[src/rtl/core/glzd_pkg.sv]
`default_nettype none
package glzd_pkg;
  localparam int TABLE_ENTRIES_D   = 4096;
  localparam int MAX_CODE_BITS_D   = 12;
  localparam int STACK_DEPTH_D     = 4096;
  localparam int BIT_BUFFER_BITS_D = 32;

  localparam logic [2:0] ST_TAKEN   = 3'd0;
  localparam logic [2:0] ST_REFUSED = 3'd1;
  localparam logic [2:0] ST_PIXEL   = 3'd2;
  localparam logic [2:0] ST_NEED    = 3'd3;
  localparam logic [2:0] ST_END     = 3'd4;
  localparam logic [2:0] ST_BAD     = 3'd5;
  localparam logic [2:0] ST_DONE    = 3'd6;

  localparam logic [2:0] REG_MIN_CODE  = 3'd0;
  localparam logic [2:0] REG_TRANS_EN  = 3'd1;
  localparam logic [2:0] REG_TRANS_IDX = 3'd2;
  localparam logic [2:0] REG_SCALE     = 3'd3;
  localparam logic [2:0] REG_LEFT_X    = 3'd4;
  localparam logic [2:0] REG_TOP_Y     = 3'd5;
  localparam logic [2:0] REG_WIDTH     = 3'd6;
  localparam logic [2:0] REG_HEIGHT    = 3'd7;

  // datapath operations issued by the controller
  typedef enum logic [3:0] {
    OP_NONE, OP_PUSH_BYTE, OP_REFUSE, OP_HALTED, OP_CHECK, OP_POP_REQ, OP_POP_OUT,
    OP_TAKE_CODE, OP_EXPAND_START, OP_WALK_REQ, OP_WALK_STEP, OP_FINISH, OP_NEED,
    OP_CLEAR
  } glzd_op_t;

  typedef struct packed {
    glzd_op_t   op;
    logic [2:0] halt_st;
  } glzd_cmd_t;

  typedef struct packed {
    logic       is_byte;
    logic       refuse;
    logic       halted;
    logic       frame_done;
    logic       stack_empty;
    logic       need_data;
    logic       code_end;
    logic       code_clear;
    logic       code_bad;
    logic       walk_more;
  } glzd_sts_t;
endpackage
`default_nettype wire

[src/rtl/core/glzd_ctrl.sv]
`default_nettype none
module glzd_ctrl import glzd_pkg::*; (
  input  wire logic      clk,
  input  wire logic      rst_n,
  input  wire logic      in_fire,
  input  wire logic      out_busy,
  input  glzd_sts_t      sts,
  output glzd_cmd_t      cmd,
  output logic           in_ready,
  output logic           idle
);
  localparam logic [2:0] S_IDLE   = 3'd0;
  localparam logic [2:0] S_DISP   = 3'd1;
  localparam logic [2:0] S_LOOP   = 3'd2;
  localparam logic [2:0] S_POP    = 3'd3;
  localparam logic [2:0] S_DECODE = 3'd4;
  localparam logic [2:0] S_WALK   = 3'd5;
  localparam logic [2:0] S_WALKW  = 3'd6;

  logic [2:0] state_r, state_nxt;

  assign in_ready = (state_r == S_IDLE) && !out_busy;
  assign idle     = (state_r == S_IDLE);

  always_comb begin
    state_nxt   = state_r;
    cmd.op      = OP_NONE;
    cmd.halt_st = ST_END;
    unique case (state_r)
      S_IDLE: if (in_fire) state_nxt = S_DISP;
      S_DISP: begin
        if (sts.is_byte) begin
          cmd.op = sts.refuse ? OP_REFUSE : OP_PUSH_BYTE;
          state_nxt = S_IDLE;
        end else if (sts.halted) begin
          cmd.op = OP_HALTED;
          state_nxt = S_IDLE;
        end else if (sts.frame_done) begin
          cmd.op = OP_CHECK;
          cmd.halt_st = ST_DONE;
          state_nxt = S_IDLE;
        end else begin
          state_nxt = S_LOOP;
        end
      end
      S_LOOP: begin
        if (!sts.stack_empty) begin
          cmd.op = OP_POP_REQ;
          state_nxt = S_POP;
        end else if (sts.need_data) begin
          cmd.op = OP_NEED;
          state_nxt = S_IDLE;
        end else begin
          cmd.op = OP_TAKE_CODE;
          state_nxt = S_DECODE;
        end
      end
      S_POP: begin
        cmd.op = OP_POP_OUT;
        state_nxt = S_IDLE;
      end
      S_DECODE: begin
        if (sts.code_end) begin
          cmd.op = OP_CHECK;
          cmd.halt_st = ST_END;
          state_nxt = S_IDLE;
        end else if (sts.code_clear) begin
          cmd.op = OP_CLEAR;
          state_nxt = S_LOOP;
        end else if (sts.code_bad) begin
          cmd.op = OP_CHECK;
          cmd.halt_st = ST_BAD;
          state_nxt = S_IDLE;
        end else begin
          cmd.op = OP_EXPAND_START;
          state_nxt = S_WALK;
        end
      end
      S_WALK: begin
        if (sts.walk_more) begin
          cmd.op = OP_WALK_REQ;
          state_nxt = S_WALKW;
        end else begin
          cmd.op = OP_FINISH;
          state_nxt = S_LOOP;
        end
      end
      S_WALKW: begin
        cmd.op = OP_WALK_STEP;
        state_nxt = S_WALK;
      end
      default: state_nxt = S_IDLE;
    endcase
  end

  always_ff @(posedge clk) begin
    if (!rst_n) state_r <= S_IDLE;
    else state_r <= state_nxt;
  end
endmodule
`default_nettype wire

[config.mk]
export PLATFORM = sky130hd
export DESIGN_NAME = glzd_ctrl
export DESIGN_NICKNAME = d
export VERILOG_FILES = /design/src/rtl/core/glzd_pkg.sv /design/src/rtl/core/glzd_ctrl.sv
export SDC_FILE = /design/constraint.sdc
export NUM_CORES = 1
export LEC_CHECK = 0
export ABC_AREA = 1
export BUFFER_PORTS_ARGS = -buffer_cell sky130_fd_sc_hd__clkbuf_2
export CAP_MARGIN = 20
export CORE_AREA = 2 2 39 41
export CTS_CLUSTER_SIZE = 8
export DETAILED_ROUTE_END_ITERATION = 6
export DIE_AREA = 0 0 41 43
export HOLD_SLACK_MARGIN = 0.12
export SETUP_SLACK_MARGIN = 0.02
export SLEW_MARGIN = 20
export SYNTH_ARGS = -nofsm -noshare
export SYNTH_HDL_FRONTEND = slang
export SYNTH_SLANG_ARGS = --single-unit
[constraint.sdc]
create_clock -name clk -period 1.5 [get_ports clk]
set_input_delay 0 -clock clk [delete_from_list [all_inputs] [get_ports clk]]
set_output_delay 0 -clock clk [all_outputs]
set_load 0.01 [all_outputs]
==> flow_summary.toml, run 1 <==
[worst_setup_path]
path_max_fanout = 7
cp-end-kind = "output port"
setup.worst_path.start_class = "flop"
crit_type = "reg2out"
critPathRequiredTime_ps = 1500
critPathArrivalTime_ps = 1300
cp_slowest_cell = "dfxtp_1"
cp_cell_sequence = "inv_1 > nand3_1 > inv_1 > nand3_1 > o211ai_1 > clkbuf_2"
max_stage_delay_ps = 440

[place]
place_inst = 110
portBuffers = 21
gp_congestion = 0.796
hpwl_um = 816

[worst_hold_path]
min_path_type = "in2reg"

[clock_network]
clk_pin_slew_ps = 40
cts.sinks = 3
worstSkewPairLatency_ps = 230
cts_setup_buffers = 0
cts-root-buf = "clkbuf_4"
numCtsBuffers = 3
clockBufferDepth = 2
cts_tree = "done"
htree_levels = 1

[power_and_ir_drop]
cellPowerDensity_mw_per_mm2 = 579
ir_drop_v = 0.000351
power_leakage_nw = 0.326

[finish]
regMostFlops = "state_r"
syn_to_final_growth_pct = 45.8
top_regs = "state_r: 3 flops"
n_antenna_cell = 0
drive_gt1_share_pct = 28.4
largest_reg_flops = 3
final_cells = 118
nets = 117

[yosys]
yosysUniqueCellTypes = 17
yosys_register_bits = 3
synth.largest_area_cell = "nand2_1"
synthCells = 75
synthTopCellsByArea = "nand2_1 19%, dfxtp_1 16%, nand3_1 16%, nor2_1 13%, inv_1 12%"
yosysTopAreaCellShare_pct = 18.5
yosys_warnings = 0
avgSynthCellArea_um2 = 5.14
synth_fp_nets = 89
netlist_area_um2 = 385
ys_seq_area_share_pct = 15.6

[run_status]
status = "complete, no violations"

[floorplanning]
dieHeight_um = 43
num_rows = 14
die-width_um = 41
coreArea_mm2 = 0.00138
io_pins = 23
initial_core_util_pct = 27.8
die-area_mm2 = 0.00176

[drt]
drc = 0
drt_iter0_drc = 11
drt-wirelength-per-cell_um = 8.13
dr.pass1.iters = 4
wl_um = 959
viasPerCell = 4.36
ant_nets = 0
vias = 514

[sta]
hold_viol_final = 0
fin_crit_ps = 1300
period_share_pct = 86.7
drv_slew = 0
setup_viol = 0
holdWs_ps = 169
rsz0062_at_grt = "no"
fmax_mhz = 769
fin_skew_ps = 3.45
finalSetupTns_ps = 0

[global_route]
track_usage_pct = 14.1
grt_pass1_wl_um = 1730
grt_max_degree = 9
overflow = 0
grt_pass1_vias = 469
antenna_found_initial = 0

[job]
maxCapViolations = 0
-- layout make-up --
type / instances / area [µm²]
multi-input combinational: 57 / 260
sequential: 3 / 61.3
clock buffer: 4 / 26.3
inverter: 13 / 48.8
timing repair buffer: 25 / 145
fill: 166 / 822
tap: 16 / 20.0
-- where the power goes --
part,internal [mW],switching (mW),total (mW)
clock,0.0997,0.0423,0.142
sequential,0.0842,0.00793,0.0921
combinational,0.0424,0.0490,0.0914
-- metrics by stage --
step	power, mW	cell area (µm²)	util, %	setup slack, ps
finish	0.326	562	40.6	199
global route	0.355	562	40.6	26.1
CTS	0.336	558	40.3	111
detailed placement	0.177	492	35.5	373
global placement	0.176	492	35.5	364
floorplan	0.146	385	-	554
-- cells in the mapped netlist --
cell      number
a21oi_1        3
buf_4          1
buf_6          1
conb_1         1
dfxtp_1        3
inv_1         12
inv_2          1
nand2_1       19
nand2_2        1
nand3_1       12
nand3b_1       1
nand4_1        1
nor2_1        13
nor2_4         1
nor3_1         1
o211ai_1       1
o21ai_0        3
-- placed cells by master (no fill, tap or decap) --
cell type      instances
clkbuf_2              21
nand2_1               19
nor2_1                12
inv_1                 12
nand3_1               12
dlygate4sd3_1          4
a21oi_1                3
o21ai_0                3
clkbuf_4               3
dfxtp_1                2
nand3b_1               1
nand2_2                1
nor2_4                 1
inv_2                  1
nor2_2                 1
o211ai_1               1
nand4_1                1
nor3_1                 1
conb_1                 1
clkbuf_1               1
dfxtp_2                1
-- worst paths after layout --
path / startpoint / endpoint / slack, ps / cells past startpoint
worst max-delay path: state_r[1] / cmd[5] / 200 / 6
worst min-delay path: sts[6] / state_r[1] / 170 / 6
worst max register to register: state_r[1] / state_r[2] / 420 / 7
worst min register to register: state_r[2] / state_r[0] / 640 / 4
-- worst max-delay path: cells and delay by family (launching register included) --
family | cells | cell delay [ps]
flops | 1 | 440
compound gates | 1 | 80
buf+inv | 3 | 320
simple gates | 2 | 210
-- kinds of logic (layout without fill, tap and decap cells) --
| logic type | after synthesis | count (layout) | share of synthesized area [%] |
|---|---|---|---|
| and+or+nand+nor | 49 | 49 | 56.2 |
| AOI/OAI and AO/OA | 7 | 7 | 9.74 |
| DFF | 3 | 3 | 15.6 |
| other | 1 | 1 | 0.973 |
| buffers and inverters | 15 | 42 | 17.5 |
-- timing repair --
| item | 4_1_cts | 5_1_grt |
|---|---|---|
| endpoints found under the setup margin | 0 | 2 |
| resized for setup | 0 | 2 |
| hold endpoints to repair | 3 | 0 |
| hold buffers | 4 | 0 |
-- per-layer routing --
layer | global-route usage [%] | part of all wire [%] | vias up
li1 | - | - | 289
met1 | 18.3 | 45 | 213
met2 | 20.6 | 50 | 12
met3 | 3.14 | 4.5 | 0
met4 | 8.00 | 0 | 0
met5 | 0 | 0 | -
(Power assumes the default switching activity.)
==> inputs of run 2 (changes only) <==
--- a/config.mk
+++ b/config.mk
@@ -6,12 +6,12 @@
 export NUM_CORES = 1
 export LEC_CHECK = 0
 export ABC_AREA = 1
-export BUFFER_PORTS_ARGS = -buffer_cell sky130_fd_sc_hd__clkbuf_2
+export BUFFER_PORTS_ARGS = -buffer_cell sky130_fd_sc_hd__buf_4
 export CAP_MARGIN = 20
-export CORE_AREA = 2 2 39 41
+export CORE_MARGIN = 2
+export CORE_UTILIZATION = 25
 export CTS_CLUSTER_SIZE = 8
 export DETAILED_ROUTE_END_ITERATION = 6
-export DIE_AREA = 0 0 41 43
 export HOLD_SLACK_MARGIN = 0.12
 export SETUP_SLACK_MARGIN = 0.02
 export SLEW_MARGIN = 20
==> run 2 against run 1 <==
Worst setup slack got worse by 27 ps. Non-clock buffer count down 1. Maximum frequency decreased by 2.0%. Total power rose by 4.5%. Highest routed layer is now met4. Clock power hardly changed. Die area is 6.2% higher. Wire length rose by 7.4%. Hold slack worse by 30 ps. Cell area up 7.6%. Critical endpoint unchanged.
==> flow_summary.toml, run 2 (synthesis results as in run 1) <==
[sta]
finalWorstSetupSlack_ps = 172
setup_viol = 0
drv_slew = 0
rsz0062_at_grt = "no"
fmax_mhz = 753
period_share_pct = 88.5
finalSetupTns_ps = 0
fin_skew_ps = 7.31
hold_viol_final = 0
fin_crit_ps = 1330

[worst_setup_path]
critPathRequiredTime_ps = 1500
cp_cell_sequence = "inv_1 > nand3_1 > inv_1 > nand3_1 > o211ai_1 > buf_4"
path_max_fanout = 7
crit_type = "reg2out"
cp_slowest_cell = "dfxtp_1"
max_stage_delay_ps = 450
critPathArrivalTime_ps = 1330
cp-end-kind = "output port"
setup.worst_path.start_class = "flop"

[clock_network]
worstSkewPairLatency_ps = 230
cts.sinks = 3
cts_tree = "done"
numCtsBuffers = 3
clk_pin_slew_ps = 40
clockBufferDepth = 2
htree_levels = 1
cts-root-buf = "clkbuf_4"
cts_setup_buffers = 0

[place]
portBuffers = 21
hpwl_um = 865
pre_cts_ws_ps = 364
gp_congestion = 0.844
place_inst = 110

[finish]
regArea_um2 = 61.3
nets = 116
final_common_cell = "buf_4"
multi_input_area_um2 = 260
fillers = 176
largest_reg_flops = 3
regMostFlops = "state_r"
final_cell_mix = "21 x buf_4, 19 x nand2_1, 12 x nor2_1, 12 x inv_1, 12 x nand3_1"
syn_to_final_growth_pct = 56.8
drive_gt1_share_pct = 28.7
n_antenna_cell = 0
final_cells = 117
top_regs = "state_r: 3 flops"

[power_and_ir_drop]
cellPowerDensity_mw_per_mm2 = 563
ir_drop_v = 0.000389
power_leakage_nw = 0.337

[global_route]
grt_pass1_vias = 493
overflow = 0
met3_usage_pct = 3.83
grt_max_degree = 9
grt_use_met2_pct = 22.7
grt_pass1_wl_um = 1930
grtUsageMet1_pct = 16.4
busiest_layer = "met2"
track_usage_pct = 13.1
antenna_found_initial = 0

[floorplanning]
die-width_um = 43.3
io_pins = 23
die-area_mm2 = 0.00187
initial_core_util_pct = 26.2
dieHeight_um = 43.3
num_rows = 14
coreArea_mm2 = 0.00147

[drt]
ant_nets = 0
dr.pass1.iters = 4
drc = 0
viasPerCell = 4.52
drt-wirelength-per-cell_um = 8.80
wl_um = 1030
vias = 529
drt_iter0_drc = 8

[worst_hold_path]
min_path_type = "in2reg"

[job]
maxCapViolations = 0

[run_status]
status = "complete, no violations"
[run 2: changes by cell type in the layout (fill, tap and decap cells not counted)]
cell | previous run | this run
dlygate4sd3_1 | 4 | 3
buf_4 | 0 | 21
clkbuf_2 | 21 | 0
[run 2: final timing paths]
| kind | startpoint | slack [ps] | end | cells after the start |
|---|---|---|---|---|
| setup reg to reg | state_r[1] | 360 | state_r[0] | 5 |
| hold / removal | sts[5] | 140 | state_r[0] | 4 |
| hold reg to reg | state_r[2] | 660 | state_r[0] | 4 |
| setup / recovery | state_r[1] | 170 | cmd[5] | 6 |
[run 2: worst max-delay path, delay by kind of cell (launching register included)]
kind / cells / cell delay, ps
flops: 1 / 450
buf+inv: 3 / 350
simple gates: 2 / 210
compound gates: 1 / 90
[run 2: where the power goes]
part / switching, mW / leakage, nW / internal (mW) / total, mW
Clock: 0.0415 / 0.0150 / 0.0997 / 0.141
Sequential: 0.00813 / 0.0247 / 0.0842 / 0.0923
Combinational: 0.0503 / 0.297 / 0.0562 / 0.107
[run 2: repair_timing]
action	CTS	global route
endpoints found under the setup margin	0	2
hold endpoints to repair	3	0
resized for setup	0	2
hold buffers	3	0
[run 2: per-stage QoR]
stage	hold WS (ps)	total power [mW]	instance area (µm²)	util, %
4_1_cts	125	0.346	601	40.8
5_1_grt	144	0.371	604	41.1
2_1_floorplan	47.5	0.146	385	-
6_report	139	0.340	604	41.1
3_5_place_dp	242	0.193	544	37.0
3_3_place_gp	236	0.193	544	37.0
[run 2: final cells by class]
class	count	area share [%]
inverters	13	8.07
repair buffers	24	31.1
flip-flops and latches	3	10.1
clock buffers	4	4.35
well taps	16	3.31
multi-input cells	57	43.1
[run 2: per-layer routing]
| metal | wire [µm] | vias up |
|---|---|---|
| met5 | 0 | - |
| met4 | 6 | 0 |
| met3 | 66 | 2 |
| met2 | 492 | 20 |
| met1 | 464 | 219 |
| li1 | - | 288 |
